===== config.mk =====
export PLATFORM = sky130hd
export DESIGN_NAME = register_machine_execute_core
export DESIGN_NICKNAME = d
export VERILOG_FILES = /design/src/rtl/rme_pkg.sv /design/src/rtl/register_machine_execute_core.sv /design/src/rtl/rme_regfile.sv /design/src/rtl/rme_divider.sv
export VERILOG_INCLUDE_DIRS = /design/src /design/src/rtl
export SDC_FILE = /design/constraint.sdc
export NUM_CORES = 2
export LEC_CHECK = 0
export BUFFER_PORTS_ARGS = -buffer_cell sky130_fd_sc_hd__buf_2
export CAP_MARGIN = 10
export CORE_MARGIN = 1.5
export CORE_UTILIZATION = 60
export CTS_BUF_LIST = sky130_fd_sc_hd__clkbuf_8 sky130_fd_sc_hd__clkbuf_16
export CTS_CLUSTER_SIZE = 14
export DETAILED_ROUTE_END_ITERATION = 16
export GPL_TIMING_DRIVEN = 1
export PLACE_DENSITY = 0.76
export SYNTH_ARGS = -nofsm -noshare
export SYNTH_HDL_FRONTEND = slang
export SYNTH_SLANG_ARGS = --single-unit
export TNS_END_PERCENT = 30

===== constraint.sdc =====
create_clock -name clk -period 11.9 [get_ports clk]
set_input_delay 1.785 -clock clk [delete_from_list [all_inputs] [get_ports clk]]
set_output_delay 1.785 -clock clk [all_outputs]
set_load 0.05 [all_outputs]

===== src/rtl/register_machine_execute_core_assert.svh =====
// ----------------------------------------------------------------------------
// register_machine_execute_core assertion macros
// shared property forms for the execute core checks
// ----------------------------------------------------------------------------
`ifndef REGISTER_MACHINE_EXECUTE_CORE_ASSERT_SVH
`define REGISTER_MACHINE_EXECUTE_CORE_ASSERT_SVH

// same-cycle implication
`define RME_ASSERT_NOW(lbl, ante, cons, msg) \
	lbl: assert property (@(posedge clk) disable iff (!arst_n) (ante) |-> (cons)) \
		else $error(msg);

// next-cycle implication
`define RME_ASSERT_NEXT(lbl, ante, cons, msg) \
	lbl: assert property (@(posedge clk) disable iff (!arst_n) (ante) |=> (cons)) \
		else $error(msg);

`endif


===== src/rtl/rme_pkg.sv =====
`timescale 1ns / 1ps
// ----------------------------------------------------------------------------
// rme_pkg
// shared widths, opcodes and inter-module types of the execute core
// ----------------------------------------------------------------------------
package rme_pkg;

	localparam int WORD_W    = 32;
	localparam int ADDR_W    = 22;
	localparam int IMM_W     = 22;
	localparam int REG_W     = 5;
	localparam int REG_COUNT = 32;
	localparam int REG_IDX_W = (REG_COUNT > 1) ? $clog2(REG_COUNT) : 1;
	localparam logic [REG_W:0] REG_LIMIT = (REG_W + 1)'(REG_COUNT);

	localparam int IN_DATA_W  = 64;
	localparam int OUT_DATA_W = 56;

	localparam int DIV_STEPS = WORD_W;
	localparam int DIV_CNT_W = $clog2(DIV_STEPS);

	typedef enum logic [4:0] {
		OP_NOP      = 5'd0,
		OP_ADD      = 5'd1,
		OP_SUB      = 5'd2,
		OP_MUL      = 5'd3,
		OP_DIV      = 5'd4,
		OP_JMP      = 5'd5,
		OP_BLT      = 5'd6,
		OP_BLE      = 5'd7,
		OP_LOAD_IMM = 5'd8,
		OP_INC      = 5'd11,
		OP_RET      = 5'd31
	} opcode_t;

	typedef struct packed {
		logic             en;
		logic [REG_W-1:0] idx_a;
		logic [REG_W-1:0] idx_b;
	} rf_rd_t;

	typedef struct packed {
		logic              en;
		logic [REG_W-1:0]  idx;
		logic [WORD_W-1:0] data;
	} rf_wr_t;

	typedef struct packed {
		logic busy;
		logic done;
	} div_stat_t;

endpackage


===== src/rtl/register_machine_execute_core.sv =====
`timescale 1ns / 1ps
// ----------------------------------------------------------------------------
// register_machine_execute_core
// executes one decoded instruction per input beat against a 32-word register file
// ----------------------------------------------------------------------------
// One instruction is in flight at a time. Each passes through the register file
// read, then execute and write back, then the result beat load, which waits
// while the output register holds an untaken beat. A divide with a nonzero
// divisor runs the 32-step shift-subtract divider before the result beat. The
// register file reads as zero after reset with no clearing pass, so instructions
// are taken as soon as reset is released. A result beat waits in the output
// register without blocking the next instruction's start.
// ----------------------------------------------------------------------------
`include "register_machine_execute_core_assert.svh"

module register_machine_execute_core (
	input  logic                               clk,
	input  logic                               arst_n,
	input  logic                               s_tvalid,
	output logic                               s_tready,
	// fetch_address, opcode, dest_reg, src_reg_a, src_reg_b, long_imm
	input  logic [rme_pkg::IN_DATA_W-1:0]      s_tdata,
	output logic                               m_tvalid,
	input  logic                               m_tready,
	// next_pc, halted, ret_value, div_zero
	output logic [rme_pkg::OUT_DATA_W-1:0]     m_tdata
);

	typedef enum logic [3:0] {
		S_IDLE = 4'b0001,
		S_EXEC = 4'b0010,
		S_DIV  = 4'b0100,
		S_OUT  = 4'b1000
	} state_t;

	state_t                              state_q;
	state_t                              state_d;
	logic                                accept;
	logic                                uses_d;
	rme_pkg::opcode_t                    in_op;
	rme_pkg::rf_rd_t                     rd_req;
	rme_pkg::rf_wr_t                     wr_req;
	logic [rme_pkg::WORD_W-1:0]          val_a;
	logic [rme_pkg::WORD_W-1:0]          val_b;
	logic [rme_pkg::WORD_W-1:0]          prod;
	logic [rme_pkg::WORD_W-1:0]          imm_ext;
	logic [rme_pkg::WORD_W-1:0]          quotient;
	rme_pkg::div_stat_t                  div_stat;
	logic                                div_start;

	logic [rme_pkg::ADDR_W-1:0]          pc_q;
	rme_pkg::opcode_t                    op_q;
	logic [rme_pkg::REG_W-1:0]           rd_q;
	logic [rme_pkg::IMM_W-1:0]           imm_q;

	logic [rme_pkg::ADDR_W-1:0]          res_pc_q;
	logic                                res_halt_q;
	logic [rme_pkg::WORD_W-1:0]          res_ret_q;
	logic                                res_dz_q;
	logic [rme_pkg::ADDR_W-1:0]          next_pc;
	logic                                ex_wr;
	logic [rme_pkg::WORD_W-1:0]          ex_data;
	logic                                ex_dz;

	logic                                m_tvalid_q;
	logic [rme_pkg::OUT_DATA_W-1:0]      m_tdata_q;
	logic                                out_load;

	assign s_tready = (state_q == S_IDLE);
	assign accept   = s_tvalid && s_tready;
	assign in_op    = rme_pkg::opcode_t'(s_tdata[26:22]);

	always_comb begin
		case (in_op)
			rme_pkg::OP_BLT, rme_pkg::OP_BLE,
			rme_pkg::OP_INC, rme_pkg::OP_RET: uses_d = 1'b1;
			default:                          uses_d = 1'b0;
		endcase
	end

	// port a carries the tested register for ops that use dest_reg as a source
	assign rd_req.en    = accept;
	assign rd_req.idx_a = uses_d ? s_tdata[31:27] : s_tdata[36:32];
	assign rd_req.idx_b = s_tdata[41:37];

	rme_regfile u_regfile (
		.clk       (clk),
		.arst_n    (arst_n),
		.rd_req    (rd_req),
		.rd_data_a (val_a),
		.rd_data_b (val_b),
		.wr_req    (wr_req)
	);

	assign div_start = (state_q == S_EXEC) && (op_q == rme_pkg::OP_DIV) && (val_b != '0);

	rme_divider u_divider (
		.clk      (clk),
		.arst_n   (arst_n),
		.start    (div_start),
		.dividend (val_a),
		.divisor  (val_b),
		.stat     (div_stat),
		.quotient (quotient)
	);

	always_ff @(posedge clk) begin
		if (accept) begin
			pc_q  <= s_tdata[21:0];
			op_q  <= in_op;
			rd_q  <= s_tdata[31:27];
			imm_q <= s_tdata[63:42];
		end
	end

	assign prod    = val_a * val_b;
	assign imm_ext = {{(rme_pkg::WORD_W - rme_pkg::IMM_W){imm_q[rme_pkg::IMM_W-1]}}, imm_q};

	always_comb begin
		next_pc = pc_q + 1'b1;
		ex_wr   = 1'b0;
		ex_data = '0;
		ex_dz   = 1'b0;
		case (op_q)
			rme_pkg::OP_ADD: begin
				ex_wr   = 1'b1;
				ex_data = val_a + val_b;
			end
			rme_pkg::OP_SUB: begin
				ex_wr   = 1'b1;
				ex_data = val_a - val_b;
			end
			rme_pkg::OP_MUL: begin
				ex_wr   = 1'b1;
				ex_data = prod;
			end
			rme_pkg::OP_DIV: begin
				// nonzero divisor writes back when the divider finishes
				ex_wr = (val_b == '0);
				ex_dz = (val_b == '0);
			end
			rme_pkg::OP_JMP: begin
				next_pc = imm_q;
			end
			rme_pkg::OP_BLT: begin
				if (val_a[rme_pkg::WORD_W-1]) begin
					next_pc = imm_q;
				end
			end
			rme_pkg::OP_BLE: begin
				if (val_a[rme_pkg::WORD_W-1] || (val_a == '0)) begin
					next_pc = imm_q;
				end
			end
			rme_pkg::OP_LOAD_IMM: begin
				ex_wr   = 1'b1;
				ex_data = imm_ext;
			end
			rme_pkg::OP_INC: begin
				ex_wr   = 1'b1;
				ex_data = val_a + imm_ext;
			end
			default: begin
			end
		endcase
	end

	always_comb begin
		wr_req.idx = rd_q;
		if (state_q == S_DIV) begin
			wr_req.en   = div_stat.done;
			wr_req.data = quotient;
		end else begin
			wr_req.en   = (state_q == S_EXEC) && ex_wr;
			wr_req.data = ex_data;
		end
	end

	always_ff @(posedge clk) begin
		if (state_q == S_EXEC) begin
			res_pc_q   <= next_pc;
			res_halt_q <= (op_q == rme_pkg::OP_RET);
			res_ret_q  <= (op_q == rme_pkg::OP_RET) ? val_a : '0;
			res_dz_q   <= ex_dz;
		end
	end

	always_comb begin
		state_d = state_q;
		case (state_q)
			S_IDLE: begin
				if (accept) begin
					state_d = S_EXEC;
				end
			end
			S_EXEC: begin
				state_d = div_start ? S_DIV : S_OUT;
			end
			S_DIV: begin
				if (div_stat.done) begin
					state_d = S_OUT;
				end
			end
			S_OUT: begin
				if (out_load) begin
					state_d = S_IDLE;
				end
			end
			default: begin
				state_d = S_IDLE;
			end
		endcase
	end

	assign out_load = (state_q == S_OUT) && (!m_tvalid_q || m_tready);

	always_ff @(posedge clk or negedge arst_n) begin
		if (!arst_n) begin
			state_q    <= S_IDLE;
			m_tvalid_q <= 1'b0;
		end else begin
			state_q <= state_d;
			if (out_load) begin
				m_tvalid_q <= 1'b1;
			end else if (m_tready) begin
				m_tvalid_q <= 1'b0;
			end
		end
	end

	always_ff @(posedge clk) begin
		if (out_load) begin
			m_tdata_q <= {res_dz_q, res_ret_q, res_halt_q, res_pc_q};
		end
	end

	assign m_tvalid = m_tvalid_q;
	assign m_tdata  = m_tdata_q;

	`RME_ASSERT_NEXT(a_one_in_flight, accept, !s_tready, "accepted while busy")
	`RME_ASSERT_NOW(a_div_in_state, div_stat.busy, state_q == S_DIV, "divider busy off state")
	`RME_ASSERT_NOW(a_wr_in_state, wr_req.en, (state_q == S_EXEC) || (state_q == S_DIV), "stray write")
	`RME_ASSERT_NOW(a_halt_no_dz, res_halt_q && (state_q == S_OUT), !res_dz_q, "return with dz")

endmodule


===== src/rtl/rme_regfile.sv =====
`timescale 1ns / 1ps
// ----------------------------------------------------------------------------
// rme_regfile
// register file memory, two registered read ports, one write port
// ----------------------------------------------------------------------------
module rme_regfile (
	input  logic                           clk,
	input  logic                           arst_n,
	input  rme_pkg::rf_rd_t                rd_req,
	output logic [rme_pkg::WORD_W-1:0]     rd_data_a,
	output logic [rme_pkg::WORD_W-1:0]     rd_data_b,
	input  rme_pkg::rf_wr_t                wr_req
);

	logic [rme_pkg::WORD_W-1:0]    mem [rme_pkg::REG_COUNT];
	logic [rme_pkg::REG_COUNT-1:0] vld_q;
	logic [rme_pkg::WORD_W-1:0]    dat_a_q;
	logic [rme_pkg::WORD_W-1:0]    dat_b_q;
	logic                          hit_a_q;
	logic                          hit_b_q;
	logic                          in_a;
	logic                          in_b;
	logic                          in_w;

	assign in_a = {1'b0, rd_req.idx_a} < rme_pkg::REG_LIMIT;
	assign in_b = {1'b0, rd_req.idx_b} < rme_pkg::REG_LIMIT;
	assign in_w = {1'b0, wr_req.idx} < rme_pkg::REG_LIMIT;

	always_ff @(posedge clk) begin
		if (wr_req.en && in_w) begin
			mem[wr_req.idx[rme_pkg::REG_IDX_W-1:0]] <= wr_req.data;
		end
		if (rd_req.en) begin
			dat_a_q <= mem[rd_req.idx_a[rme_pkg::REG_IDX_W-1:0]];
			dat_b_q <= mem[rd_req.idx_b[rme_pkg::REG_IDX_W-1:0]];
		end
	end

	// entries never written since reset read as zero
	always_ff @(posedge clk or negedge arst_n) begin
		if (!arst_n) begin
			vld_q   <= '0;
			hit_a_q <= 1'b0;
			hit_b_q <= 1'b0;
		end else begin
			if (wr_req.en && in_w) begin
				vld_q[wr_req.idx[rme_pkg::REG_IDX_W-1:0]] <= 1'b1;
			end
			if (rd_req.en) begin
				hit_a_q <= in_a && vld_q[rd_req.idx_a[rme_pkg::REG_IDX_W-1:0]];
				hit_b_q <= in_b && vld_q[rd_req.idx_b[rme_pkg::REG_IDX_W-1:0]];
			end
		end
	end

	assign rd_data_a = hit_a_q ? dat_a_q : '0;
	assign rd_data_b = hit_b_q ? dat_b_q : '0;

endmodule


===== src/rtl/rme_divider.sv =====
`timescale 1ns / 1ps
// ----------------------------------------------------------------------------
// rme_divider
// iterative signed divider, one quotient bit per cycle, truncating
// ----------------------------------------------------------------------------
module rme_divider (
	input  logic                       clk,
	input  logic                       arst_n,
	input  logic                       start,
	input  logic [rme_pkg::WORD_W-1:0] dividend,
	input  logic [rme_pkg::WORD_W-1:0] divisor,
	output rme_pkg::div_stat_t         stat,
	output logic [rme_pkg::WORD_W-1:0] quotient
);

	logic                          busy_q;
	logic                          done_q;
	logic [rme_pkg::DIV_CNT_W-1:0] cnt_q;
	logic [rme_pkg::WORD_W-1:0]    rem_q;
	logic [rme_pkg::WORD_W-1:0]    quo_q;
	logic [rme_pkg::WORD_W-1:0]    dvs_q;
	logic                          neg_q;
	logic [rme_pkg::WORD_W:0]      shifted;
	logic [rme_pkg::WORD_W:0]      diff;

	assign shifted = {rem_q, quo_q[rme_pkg::WORD_W-1]};
	assign diff    = shifted - {1'b0, dvs_q};

	always_ff @(posedge clk or negedge arst_n) begin
		if (!arst_n) begin
			busy_q <= 1'b0;
			done_q <= 1'b0;
			cnt_q  <= '0;
		end else begin
			done_q <= 1'b0;
			if (start) begin
				busy_q <= 1'b1;
				cnt_q  <= '0;
			end else if (busy_q) begin
				cnt_q <= cnt_q + 1'b1;
				if (cnt_q == rme_pkg::DIV_CNT_W'(rme_pkg::DIV_STEPS - 1)) begin
					busy_q <= 1'b0;
					done_q <= 1'b1;
				end
			end
		end
	end

	always_ff @(posedge clk) begin
		if (start) begin
			rem_q <= '0;
			quo_q <= dividend[rme_pkg::WORD_W-1] ? (~dividend + 1'b1) : dividend;
			dvs_q <= divisor[rme_pkg::WORD_W-1] ? (~divisor + 1'b1) : divisor;
			neg_q <= dividend[rme_pkg::WORD_W-1] ^ divisor[rme_pkg::WORD_W-1];
		end else if (busy_q) begin
			if (!diff[rme_pkg::WORD_W]) begin
				rem_q <= diff[rme_pkg::WORD_W-1:0];
				quo_q <= {quo_q[rme_pkg::WORD_W-2:0], 1'b1};
			end else begin
				rem_q <= shifted[rme_pkg::WORD_W-1:0];
				quo_q <= {quo_q[rme_pkg::WORD_W-2:0], 1'b0};
			end
		end
	end

	assign stat.busy = busy_q;
	assign stat.done = done_q;
	assign quotient  = neg_q ? (~quo_q + 1'b1) : quo_q;

endmodule


==> results.md <==
* Synth Instances at 6191
* Worst setup EP type: register
* Synth top cells by count: edfxtp_1 (1319), nand2_1 (719), mux4_2 (594)
* Leak Pwr at 0.0343 uW
* Most used DFF post-synth: edfxtp_1
* CTS tree: built
* Synthesized area at 0.0833 sq mm
* Total Wirelength at 273000 microns
* Core Rows at 136
* Die area at 0.141 sq mm
* Skew final at 86.7 ps
* Min-delay worst type: reg -> reg
* Htree depth at 4
* Hold slack final at 416 ps
* Netlist cell types at 92
* Critical-path top delay cell: clkinv_1
* Slowest cell delay on critical path at 950 ps
* PwrDens at 157 mW/mm^2
* Die X at 376 microns
* Relative slew slack at 12.4%
* Layout cells sized above 1 at 19.4%
* GRT overflow at 0
* GRT Overall Usage at 39.3%
* Max Slew Vio Count at 0
* Synthesized flop and latch total at 1397
* Filler Cell Count at 9447
* Fmax at 98.0 MHz
* Crit start category: register
* Sequential area share after synthesis at 49.7%
* Final setup violation count at 0
* Die Y at 376 microns
* Cell with the most instances after synthesis: edfxtp_1
* DR vias at 57400
* Total power at 14300 uW
* Hold Buf Count CTS at 0
* Core area at 0.138 sq mm
* Number of synthesized flops with an enable pin at 1319
* CTS max path bufs at 3
* Worst path arrival time at 10750 ps
* Routed len/inst at 33.5 microns
* Starting Density at 60.5%
* Vias in the first global route at 57800
* Synth top area share at 47.5%
* Synth top area cells: edfxtp_1 (48%), mux4_2 (16%), fa_1 (9.8%), nand2_1 (3.2%), ha_1 (2.8%)
* Syn Area/Cell at 13.5 sq um
* CP required at 12440 ps
* Syn nets at 6858
* Most frequent cell on the critical path: fa_1
* Clk Latency, worst-skew pair at 830 ps
* Num CTS Buffers at 144
* CTS Root Cell: clkbuf_16
* Clk sink count at 1397
* Final nets at 6912
* Post-detail-place hpwl at 173000 microns
* Cell taking the most area after synthesis: edfxtp_1
* Number of max-cap violations at 0
* Routability Congestion at 1.04
* Asr flop ratio synth at 3.29%
* Yosys warning count at 0
* Status: complete, no violations
* Peak supply drop at 0.000231 V
* Slew @ Worst Pin at 1310 ps
* Pin count of the biggest net entering global routing at 137
* Vias per cell at 7.04
* Worst-path clk slew at 70 ps
* First-pass detailed-route iteration total at 8
* 1st-iter DRT viols at 8837
* Num ports at 126
* IO buf count at 125
* Post-CTS setup buffers at 0
* DRC at 0
* Area Overhead vs Synth at 9.76%
* Final Cycle Share at 85.8%
* CP Class: reg -> reg
* First-pass GRT wire length at 396000 microns
* RSZ-0062 raised after global routing: false
* Fin crit period at 10210 ps
* Setup TNS at 0 ps
* Initial antenna violation count at 15
* ANT nets after route at 0
* Largest fanout on the critical path at 32
* Post_cts resized at 0
* Final hold violation count at 0
==> registers in the layout (all words and copies together) (netlist names), 4 cells and up <==
| name | flops |
|---|---|
| imm_q | 22 |
| m_tdata | 56 |
| op_q | 5 |
| pc_q | 22 |
| rd_q | 5 |
| res_pc_q | 22 |
| res_ret_q | 32 |
| state_q | 4 |
| u_divider.cnt_q | 5 |
| u_divider.dvs_q | 32 |
| u_divider.quo_q | 32 |
| u_divider.rem_q | 32 |
| u_regfile.dat_a_q | 32 |
| u_regfile.dat_b_q | 32 |
| u_regfile.mem | 1024 |
| u_regfile.vld_q | 32 |
==> report_power, final <==
group	total (uW)	internal, uW	switching (uW)
registers	6000	5690	315
logic	3700	1280	2420
clock network	4620	2600	2020
==> metal layers <==
layer | global-route usage, % | share of wire [%] | up-vias
met5 | 0 | 0.034 | -
met3 | 10.7 | 13 | 1084
met1 | 49.3 | 33 | 28800
met4 | 25.4 | 7.8 | 14
li1 | - | - | 22800
met2 | 60.7 | 46 | 4753
==> cell type report <==
type,instances,area (sq um),share of cell area (%)
Timing Repair Buffer,281,2010,2.20
Antenna cell,3,7.51,0.00821
Clock inverter,118,1260,1.38
Inverter,473,1780,1.95
Clock buffer,145,3620,3.95
Sequential cell,1397,41400,45.3
Tap cell,1794,2240,2.45
Multi-Input combinational cell,3948,39100,42.8
==> through the flow <==
step	setup slack [ps]	area [sq um]	utilization [%]	instances
finish	1690	91500	66.4	8159
global route	1430	91500	66.4	8156
CTS	1580	91300	66.3	8145
detailed placement	1660	86400	62.8	7882
global placement	1840	86400	62.8	7882
floorplan	2660	83300	-	6191
==> worst paths after layout <==
path / from / to / slack (ps) / cells past startpoint
setup / recovery: u_regfile.hit_a_q$_DFFE_PN0P_ / u_regfile.mem[25][31]$_DFFE_PP_ / 1690 / 25
hold / removal: res_pc_q[15]$_DFFE_PP_ / m_tdata[15]$_DFFE_PP_ / 420 / 0
setup reg to reg: u_regfile.hit_a_q$_DFFE_PN0P_ / u_regfile.mem[25][31]$_DFFE_PP_ / 1690 / 25
hold reg to reg: res_pc_q[15]$_DFFE_PP_ / m_tdata[15]$_DFFE_PP_ / 420 / 0
max in group asynchronous: arst_n / u_regfile.vld_q[26]$_DFFE_PN0P_ / 10190 / 2
min in group asynchronous: arst_n / u_divider.cnt_q[0]$_DFFE_PN0P_ / 1080 / 2
==> placed cells by master, fill, tap and decap left out, types with 121 or more instances in the layout <==
cell / instances
xnor2_1: 162
o21ai_0: 193
inv_1: 485
nand2_1: 718
ha_1: 189
nor2_1: 532
fa_1: 410
nand3_1: 276
buf_4: 140
buf_2: 121
mux4_2: 594
a21oi_1: 166
edfxtp_1: 1319
clkbuf_16: 144
==> cell families after synthesis <==
kind of cell               count (synthesis)  synth area share [%]
DFF                                     1397                  49.7
and+or+nand+nor                         1794                  9.41
adders and majority gates                600                  12.7
buffers and inverters                    846                  3.88
muxes                                    655                  16.8
AOI/OAI and AO/OA                        639                  4.75
xor gates and xnor gates                 260                  2.74
==> worst max-delay path, delay by kind of cell, from the launching register on <==
family,cells,cell delay (ps)
buffers and inverters,5,1430
AND/OR/NAND/NOR,3,1320
AO/OA/AOI/OAI,7,2320
flip-flops,1,620
adder cells (fa/ha/maj),9,4060
XOR/XNOR,1,150
(Power assumes the default switching activity.)
